--- src/plst_pkg.sv ---
`timescale 1ns / 1ps
// shared constants, codes and types for the positional list store
package plst_pkg;

  localparam int CAPACITY_DEF   = 16;
  localparam int DATA_WIDTH_DEF = 32;
  localparam int MODE_W         = 3;
  localparam int STATUS_W       = 2;

  localparam logic [MODE_W-1:0] MODE_INSERT   = 3'd0;
  localparam logic [MODE_W-1:0] MODE_DELETE   = 3'd1;
  localparam logic [MODE_W-1:0] MODE_REPLACE  = 3'd2;
  localparam logic [MODE_W-1:0] MODE_RETRIEVE = 3'd3;
  localparam logic [MODE_W-1:0] MODE_TRAVERSE = 3'd4;

  localparam logic [STATUS_W-1:0] STATUS_OK    = 2'd0;
  localparam logic [STATUS_W-1:0] STATUS_RANGE = 2'd1;
  localparam logic [STATUS_W-1:0] STATUS_FULL  = 2'd2;
  localparam logic [STATUS_W-1:0] STATUS_EMPTY = 2'd3;

  typedef enum logic {
    ST_IDLE,
    ST_TRAV
  } state_t;

  // broadcast command seen by every cell of the row
  typedef struct packed {
    logic ins;
    logic del;
    logic wr;
  } cell_cmd_t;

endpackage

--- src/plst_cell.sv ---
`timescale 1ns / 1ps
// one storage cell of the list row, shifting to either neighbour
module plst_cell
  import plst_pkg::*;
#(
  parameter int INDEX      = 0,
  parameter int CNT_W      = 5,
  parameter int DATA_WIDTH = DATA_WIDTH_DEF
) (
  input  logic                  clk,
  input  cell_cmd_t             cmd,
  input  logic [CNT_W-1:0]      pos,
  input  logic [DATA_WIDTH-1:0] wr_data,
  input  logic [DATA_WIDTH-1:0] left_data,
  input  logic [DATA_WIDTH-1:0] right_data,
  output logic [DATA_WIDTH-1:0] data
);

  localparam logic [CNT_W-1:0] MY_POS = CNT_W'(INDEX);

  logic [DATA_WIDTH-1:0] data_r;
  logic [DATA_WIDTH-1:0] data_nxt;

  always_comb begin
    data_nxt = data_r;
    if (cmd.ins && (MY_POS > pos)) begin
      data_nxt = left_data;
    end else if (cmd.ins && (MY_POS == pos)) begin
      data_nxt = wr_data;
    end else if (cmd.del && (MY_POS >= pos)) begin
      data_nxt = right_data;
    end else if (cmd.wr && (MY_POS == pos)) begin
      data_nxt = wr_data;
    end
  end

  always_ff @(posedge clk) begin
    data_r <= data_nxt;
  end

  assign data = data_r;

endmodule

--- src/positional_list_store_top.sv ---
`timescale 1ns / 1ps
// top level of the positional list store: command decode, cell row and result register
//
// usage
//   a request is taken at a rising edge with start high and busy low; it carries
//   in_mode (insert, delete, replace, retrieve, traverse), in_position and in_value
//   the list lives in a row of CAPACITY cells; insert shifts the cells at and
//   behind the position back by one, delete pulls them forward by one, all in
//   the same cycle; every result appears on the out_ ports for exactly one cycle
//   with out_valid high, and the first result of a request is registered in the
//   cycle after it is taken; out_count is the count after the request
//   and out_last marks the final result of that request
//   traverse gives one result per entry, one per cycle, read from the row by a
//   position counter; busy stays high until the walk reaches the last entry,
//   and the next request can follow the last one
//   the receiver cannot stall: results are never held back
//   reset (rst_n low, synchronous) empties the list and drops any traverse in
//   progress; cell contents are not cleared, cells past the count are never read
module positional_list_store_top
  import plst_pkg::*;
#(
  parameter int CAPACITY   = CAPACITY_DEF,
  parameter int DATA_WIDTH = DATA_WIDTH_DEF,
  parameter int CNT_W      = $clog2(CAPACITY + 1),
  parameter int IDX_W      = $clog2(CAPACITY)
) (
  input  logic                  clk,
  input  logic                  rst_n,
  // request channel
  input  logic                  start,
  output logic                  busy,
  input  logic [MODE_W-1:0]     in_mode,
  input  logic [CNT_W-1:0]      in_position,
  input  logic [DATA_WIDTH-1:0] in_value,
  // result channel
  output logic                  out_valid,
  output logic [DATA_WIDTH-1:0] out_value_out,
  output logic [STATUS_W-1:0]   out_status,
  output logic [CNT_W-1:0]      out_count,
  output logic                  out_last
);

  localparam logic [CNT_W-1:0] CAP_CNT = CNT_W'(CAPACITY);
  localparam logic [CNT_W-1:0] ONE_CNT = CNT_W'(1);

  // control state
  state_t            state_r, state_nxt;
  logic [CNT_W-1:0]  count_r, count_nxt;
  logic [IDX_W-1:0]  idx_r, idx_nxt;

  // result register
  logic                  out_valid_r, out_valid_nxt;
  logic [DATA_WIDTH-1:0] out_value_r, out_value_nxt;
  logic [STATUS_W-1:0]   out_status_r, out_status_nxt;
  logic [CNT_W-1:0]      out_count_r, out_count_nxt;
  logic                  out_last_r, out_last_nxt;

  // request decode
  logic accept;
  logic is_ins, is_del, is_rep, is_ret, is_trav;
  logic list_full, list_empty;
  logic ins_ok, pos_in_list;
  logic trav_last;
  cell_cmd_t cmd;

  // cell row
  logic [DATA_WIDTH-1:0] cell_q [CAPACITY];
  logic [IDX_W-1:0]      rd_idx;
  logic [DATA_WIDTH-1:0] rd_data;

  assign busy   = (state_r == ST_TRAV);
  assign accept = start && !busy;

  assign is_ins  = (in_mode == MODE_INSERT);
  assign is_del  = (in_mode == MODE_DELETE);
  assign is_rep  = (in_mode == MODE_REPLACE);
  assign is_ret  = (in_mode == MODE_RETRIEVE);
  assign is_trav = (in_mode == MODE_TRAVERSE);

  assign list_full   = (count_r == CAP_CNT);
  assign list_empty  = (count_r == '0);
  // insert may append at the tail, the others need an existing entry
  assign ins_ok      = !list_full && (in_position <= count_r);
  assign pos_in_list = !list_empty && (in_position < count_r);

  assign cmd.ins = accept && is_ins && ins_ok;
  assign cmd.del = accept && is_del && pos_in_list;
  assign cmd.wr  = accept && is_rep && pos_in_list;

  // final entry of a traverse walk
  assign trav_last = (CNT_W'(idx_r) == (count_r - ONE_CNT));

  // one read port on the row: walk counter, head for a new traverse, else position
  always_comb begin
    if (busy) begin
      rd_idx = idx_r;
    end else if (is_trav) begin
      rd_idx = '0;
    end else begin
      rd_idx = in_position[IDX_W-1:0];
    end
  end

  assign rd_data = cell_q[rd_idx];

  // row of cells, each shifting to or from its neighbours
  for (genvar gi = 0; gi < CAPACITY; gi++) begin : g_cell
    logic [DATA_WIDTH-1:0] left_d;
    logic [DATA_WIDTH-1:0] right_d;

    if (gi == 0) begin : g_head
      assign left_d = '0;
    end else begin : g_body_l
      assign left_d = cell_q[gi-1];
    end

    if (gi == CAPACITY - 1) begin : g_tail
      assign right_d = '0;
    end else begin : g_body_r
      assign right_d = cell_q[gi+1];
    end

    plst_cell #(
      .INDEX      (gi),
      .CNT_W      (CNT_W),
      .DATA_WIDTH (DATA_WIDTH)
    ) u_cell (
      .clk        (clk),
      .cmd        (cmd),
      .pos        (in_position),
      .wr_data    (in_value),
      .left_data  (left_d),
      .right_data (right_d),
      .data       (cell_q[gi])
    );
  end

  // next state
  always_comb begin
    state_nxt = state_r;
    case (state_r)
      ST_IDLE: begin
        if (accept && is_trav && (count_r > ONE_CNT)) begin
          state_nxt = ST_TRAV;
        end
      end
      ST_TRAV: begin
        if (trav_last) begin
          state_nxt = ST_IDLE;
        end
      end
      default: begin
        state_nxt = ST_IDLE;
      end
    endcase
  end

  // outputs, count and walk counter
  always_comb begin
    count_nxt      = count_r;
    idx_nxt        = idx_r;
    out_valid_nxt  = 1'b0;
    out_value_nxt  = '0;
    out_status_nxt = STATUS_OK;
    out_count_nxt  = count_r;
    out_last_nxt   = 1'b1;
    case (state_r)
      ST_IDLE: begin
        if (accept) begin
          out_valid_nxt = 1'b1;
          if (cmd.ins) begin
            count_nxt = count_r + ONE_CNT;
          end else if (cmd.del) begin
            count_nxt = count_r - ONE_CNT;
          end
          out_count_nxt = count_nxt;
          if (is_ins) begin
            if (list_full) begin
              out_status_nxt = STATUS_FULL;
            end else if (!ins_ok) begin
              out_status_nxt = STATUS_RANGE;
            end
          end else if (is_del || is_rep || is_ret) begin
            if (list_empty) begin
              out_status_nxt = STATUS_EMPTY;
            end else if (!pos_in_list) begin
              out_status_nxt = STATUS_RANGE;
            end else if (!is_rep) begin
              out_value_nxt = rd_data;
            end
          end else if (is_trav) begin
            if (list_empty) begin
              out_status_nxt = STATUS_EMPTY;
            end else begin
              out_value_nxt = rd_data;
              out_last_nxt  = (count_r == ONE_CNT);
              idx_nxt       = IDX_W'(1);
            end
          end
        end
      end
      ST_TRAV: begin
        out_valid_nxt = 1'b1;
        out_value_nxt = rd_data;
        out_last_nxt  = trav_last;
        idx_nxt       = idx_r + 1'b1;
      end
      default: begin
        out_valid_nxt = 1'b0;
      end
    endcase
  end

  always_ff @(posedge clk) begin
    if (!rst_n) begin
      state_r     <= ST_IDLE;
      count_r     <= '0;
      idx_r       <= '0;
      out_valid_r <= 1'b0;
    end else begin
      state_r     <= state_nxt;
      count_r     <= count_nxt;
      idx_r       <= idx_nxt;
      out_valid_r <= out_valid_nxt;
    end
  end

  // result payload, qualified by the strobe
  always_ff @(posedge clk) begin
    out_value_r  <= out_value_nxt;
    out_status_r <= out_status_nxt;
    out_count_r  <= out_count_nxt;
    out_last_r   <= out_last_nxt;
  end

  assign out_valid     = out_valid_r;
  assign out_value_out = out_value_r;
  assign out_status    = out_status_r;
  assign out_count     = out_count_r;
  assign out_last      = out_last_r;

  // a final result always leaves the block free for the next request
  a_last_frees: assert property (@(posedge clk) disable iff (!rst_n)
    out_valid && out_last |-> !busy)
    else $error("busy still high after a final result");

  // an unfinished traverse keeps the block busy
  a_walk_busy: assert property (@(posedge clk) disable iff (!rst_n)
    out_valid && !out_last |-> busy)
    else $error("traverse result without final mark while idle");

  // every busy cycle produces one traverse result
  a_busy_emits: assert property (@(posedge clk) disable iff (!rst_n)
    busy |=> out_valid)
    else $error("traverse cycle without a result");

  a_count_cap: assert property (@(posedge clk) disable iff (!rst_n)
    count_r <= CAP_CNT)
    else $error("entry count beyond capacity");

  // only insert and delete move the count
  a_count_hold: assert property (@(posedge clk) disable iff (!rst_n)
    !(accept && (is_ins || is_del)) |=> $stable(count_r))
    else $error("entry count changed without insert or delete");

endmodule

--- config.mk ---
export PLATFORM = sky130hd
export DESIGN_NAME = positional_list_store_top
export DESIGN_NICKNAME = d
export VERILOG_FILES = /design/src/plst_pkg.sv /design/src/plst_cell.sv /design/src/positional_list_store_top.sv
export SDC_FILE = /design/constraint.sdc
export NUM_CORES = 1
export LEC_CHECK = 0
export ABC_CLOCK_PERIOD_IN_PS = 7600
export BUFFER_PORTS_ARGS = -buffer_cell sky130_fd_sc_hd__buf_2
export CAP_MARGIN = 20
export CELL_PAD_IN_SITES_DETAIL_PLACEMENT = 1
export CELL_PAD_IN_SITES_GLOBAL_PLACEMENT = 1
export CORE_MARGIN = 8
export CORE_UTILIZATION = 35
export DETAILED_ROUTE_END_ITERATION = 12
export GPL_ROUTABILITY_DRIVEN = 0
export GPL_TIMING_DRIVEN = 0
export PLACE_DENSITY_LB_ADDON = 0.1
export SETUP_SLACK_MARGIN = 0.5
export SYNTH_ARGS = -nofsm -noshare
export SYNTH_HDL_FRONTEND = slang
export SYNTH_SLANG_ARGS = --single-unit
--- constraint.sdc ---
create_clock -name clk -period 7.6 [get_ports clk]
set_input_delay 0.38 -clock clk [delete_from_list [all_inputs] [get_ports clk]]
set_output_delay 0.38 -clock clk [all_outputs]
set_load 0.005 [all_outputs]
==> metrics.csv <==
metric,value,unit
rsz0062_at_grt,no,
grt_use_total,0.309,
nets,3613,
wire_per_inst,34.1,um
initial_core_util,0.353,
status,"finished, final reports clean",
ys_warn_count,0,
portBuffers,84,
grt_pass1_wl,232000,um
ys_ff_latch,563,
required,7.95,ns
worst_pin_slew,1.30,ns
maxSlewViolCount,0,
io_pins,85,
timing.clock.skew,0.0244,ns
place_inst,4671,
rows,111,
vias,30400,
crit_buf_inv,7,
cts_root_buffer,clkbuf_16,
stdcell_area,0.0371,mm2
drc,0,
relSlewSlack,0.131,
ant_nets,0,
p_per_area,199,mW/mm2
utilization,0.406,
avgViaCountPerCell,6.33,
numCtsBuffers,71,
cpPeakStageDelay,0.62,ns
leakagePower,0.0140,uW
slowest_stage,clkbuf_1,
finalHoldViolCount,0,
dieArea,0.102,mm2
antenna_found_initial,1,
synth_cells,3363,
first_iter_violations,3529,
die_y,320,um
drt_wl_total,164000,um
hold_path_class,input port to register,
setup_violations,0,
post_synth_num_cell_types,64,
synth_ff_type,edfxtp_1,
cp_max_fo,10,
synth_edf_count,480,
cts_buffer_depth,3,
clk_pin_slew_worst_paths,0.06,ns
path_common_cell,buf_4,
instances_no_fill,4806,
clk_latency,0.66,ns
cts_resized,0,
post-route-period-util,0.722,
place_hpwl,118000,um
fin_crit,5.49,ns
cts_tree,built,
netlist_area,0.0323,mm2
syn_nets,3415,
hold_buffers,0,
core-area,0.0915,mm2
htreeDepth,3,
critPathKind,register to register,
place_area,0.0349,mm2
holdWs,0.0446,ns
seq_area_frac_synth,0.498,
crit_path_start_kind,register,
first_global_vias,31200,
max_freq,182,MHz
setup_tns,0,ns
drv_cap,0,
grt_max_degree,33,
die_w,320,um
peakVddDrop,0.000164,V
cp_data_arrival_time,5.84,ns
grt_overflow_total,0,
area_growth,15.0,%
layout-drive-gt1-share,0.0887,
post_cts_buffers,0,
cpLargestDelayFamily,buffers and inverters,
first_pass_iters,6,
synth.avg_cell_area,9.60,um2
crit_chain,"clkbuf_1, inv_1, ha_1, and3_1, o21a_1, o31ai_2, buf_2, nand4_1, clkbuf_1, o211ai_1, buf_4, buf_4, buf_4",
async_flop_share,0,
worstSetupEndpointType,register,
cts.sinks,563,
-- cell usage after synthesis (4+ instances only) --
| cell type | n | share of area |
|---|---|---|
| o21a_1 | 4 | 0.00093 |
| dfxtp_1 | 83 | 0.051 |
| a32oi_1 | 32 | 0.0087 |
| o22ai_1 | 32 | 0.0062 |
| nand2_1 | 609 | 0.071 |
| mux2_2 | 4 | 0.0014 |
| buf_2 | 46 | 0.0071 |
| a21oi_1 | 396 | 0.061 |
| nand3b_1 | 4 | 0.00093 |
| nor2b_1 | 5 | 0.00097 |
| nand3_1 | 51 | 0.0079 |
| o21ai_0 | 96 | 0.015 |
| and2_1 | 12 | 0.0023 |
| xnor2_1 | 5 | 0.0014 |
| mux2i_1 | 480 | 0.15 |
| nand4_1 | 9 | 0.0017 |
| a22oi_1 | 99 | 0.023 |
| nor3_1 | 10 | 0.0015 |
| ha_1 | 9 | 0.0035 |
| clkbuf_1 | 212 | 0.025 |
| a311oi_1 | 5 | 0.0014 |
| edfxtp_1 | 480 | 0.45 |
| o21ai_1 | 242 | 0.038 |
| buf_1 | 27 | 0.0031 |
| nor2_1 | 250 | 0.029 |
| nor3_2 | 4 | 0.0012 |
| and3_1 | 5 | 0.00097 |
| mux2_1 | 28 | 0.0098 |
| buf_4 | 19 | 0.0044 |
| inv_1 | 8 | 0.00093 |
| xor2_1 | 4 | 0.0011 |
| nand2b_1 | 4 | 0.00077 |
| a22o_1 | 34 | 0.0092 |
| or2_2 | 4 | 0.00077 |
| or3_1 | 5 | 0.00097 |
-- state kept, by name, summed over array words and instances, names as in the netlist, 2 cells and up --
register,flops
out_count,5
count_r,5
idx_r,4
out_value_out,32
out_status,2
g_cell.u_cell.data,512
-- worst paths after layout --
check / from / end / slack (ns) / cells after the start
setup / recovery: count_r[4] / g_cell[5].u_cell.data[10] / 2.11 / 13
hold / removal: start / out_valid / 0.04 / 3
setup reg to reg: count_r[4] / g_cell[5].u_cell.data[10] / 2.11 / 13
hold reg to reg: g_cell[0].u_cell.data[19] / g_cell[0].u_cell.data[19] / 0.50 / 1
-- per-stage QoR --
stage	setup slack (ns)	power, uW
detailed placement	2.08	4140
global placement	-3.33	4120
floorplan	2.25	3850
CTS	2.04	7420
global route	1.96	7580
finish	2.11	7410
-- tightest hold or removal path, stage by stage --
cell	delay, ns
buf_2	0.13
nor2_1	0.06
nor2_1	0.08
-- layout make-up --
class | count | area [um2]
Fill cell | 10400 | 54400
Sequential cell | 563 | 16100
Multi-Input combinational cell | 2486 | 15000
Clock buffer | 110 | 2070
Tap cell | 1186 | 1480
Buffer | 306 | 1290
Timing Repair Buffer | 125 | 1080
Clock inverter | 20 | 101
Inverter | 8 | 30.0
Antenna cell | 2 | 5.00
-- power breakdown --
group	total [uW]	leakage, uW	switching, uW	internal (uW)
clock	3300	0.00106	1430	1870
sequential	3380	0.00499	12.9	3370
combinational	722	0.00791	507	216
total	7410	0.0140	1950	5460
-- placed cells by master (no fill, tap or decap), types with 8 or more instances in the layout --
cell type,netlist,layout
a21oi_1,396,394
a22o_1,34,34
a22oi_1,99,99
a32oi_1,32,32
and2_1,12,12
buf_1,27,27
buf_12,0,10
buf_2,46,130
buf_4,19,24
buf_6,2,8
buf_8,0,16
clkbuf_1,212,239
clkbuf_16,0,75
clkinv_1,0,8
clkinv_2,0,9
dfxtp_1,83,83
edfxtp_1,480,480
ha_1,9,9
inv_1,8,8
mux2_1,28,28
mux2i_1,480,480
nand2_1,609,608
nand3_1,51,50
nand4_1,9,9
nor2_1,250,250
nor3_1,10,9
o21ai_0,96,93
o21ai_1,242,242
o22ai_1,32,32
-- routing by layer --
metal	up-vias	part of all wire	GRT usage
met4	0	0.057	0.154
met1	15500	0.41	0.403
met5	-	0	0
li1	12700	-	-
met2	1790	0.44	0.485
met3	490	0.092	0.0661
-- logic make-up (layout without fill, tap and decap cells) --
logic type | after synthesis | count (layout) | synth area share
and+or+nand+nor | 988 | 988 | 0.125
AOI/OAI and AO/OA | 968 | 968 | 0.171
DFF | 563 | 563 | 0.498
muxes | 512 | 512 | 0.160
buffers and inverters | 314 | 569 | 0.0410
adders and majority gates | 9 | 9 | 0.00349
xor gates and xnor gates | 9 | 9 | 0.00244
other | 0 | 2 | 0
(Power assumes the default switching activity.)
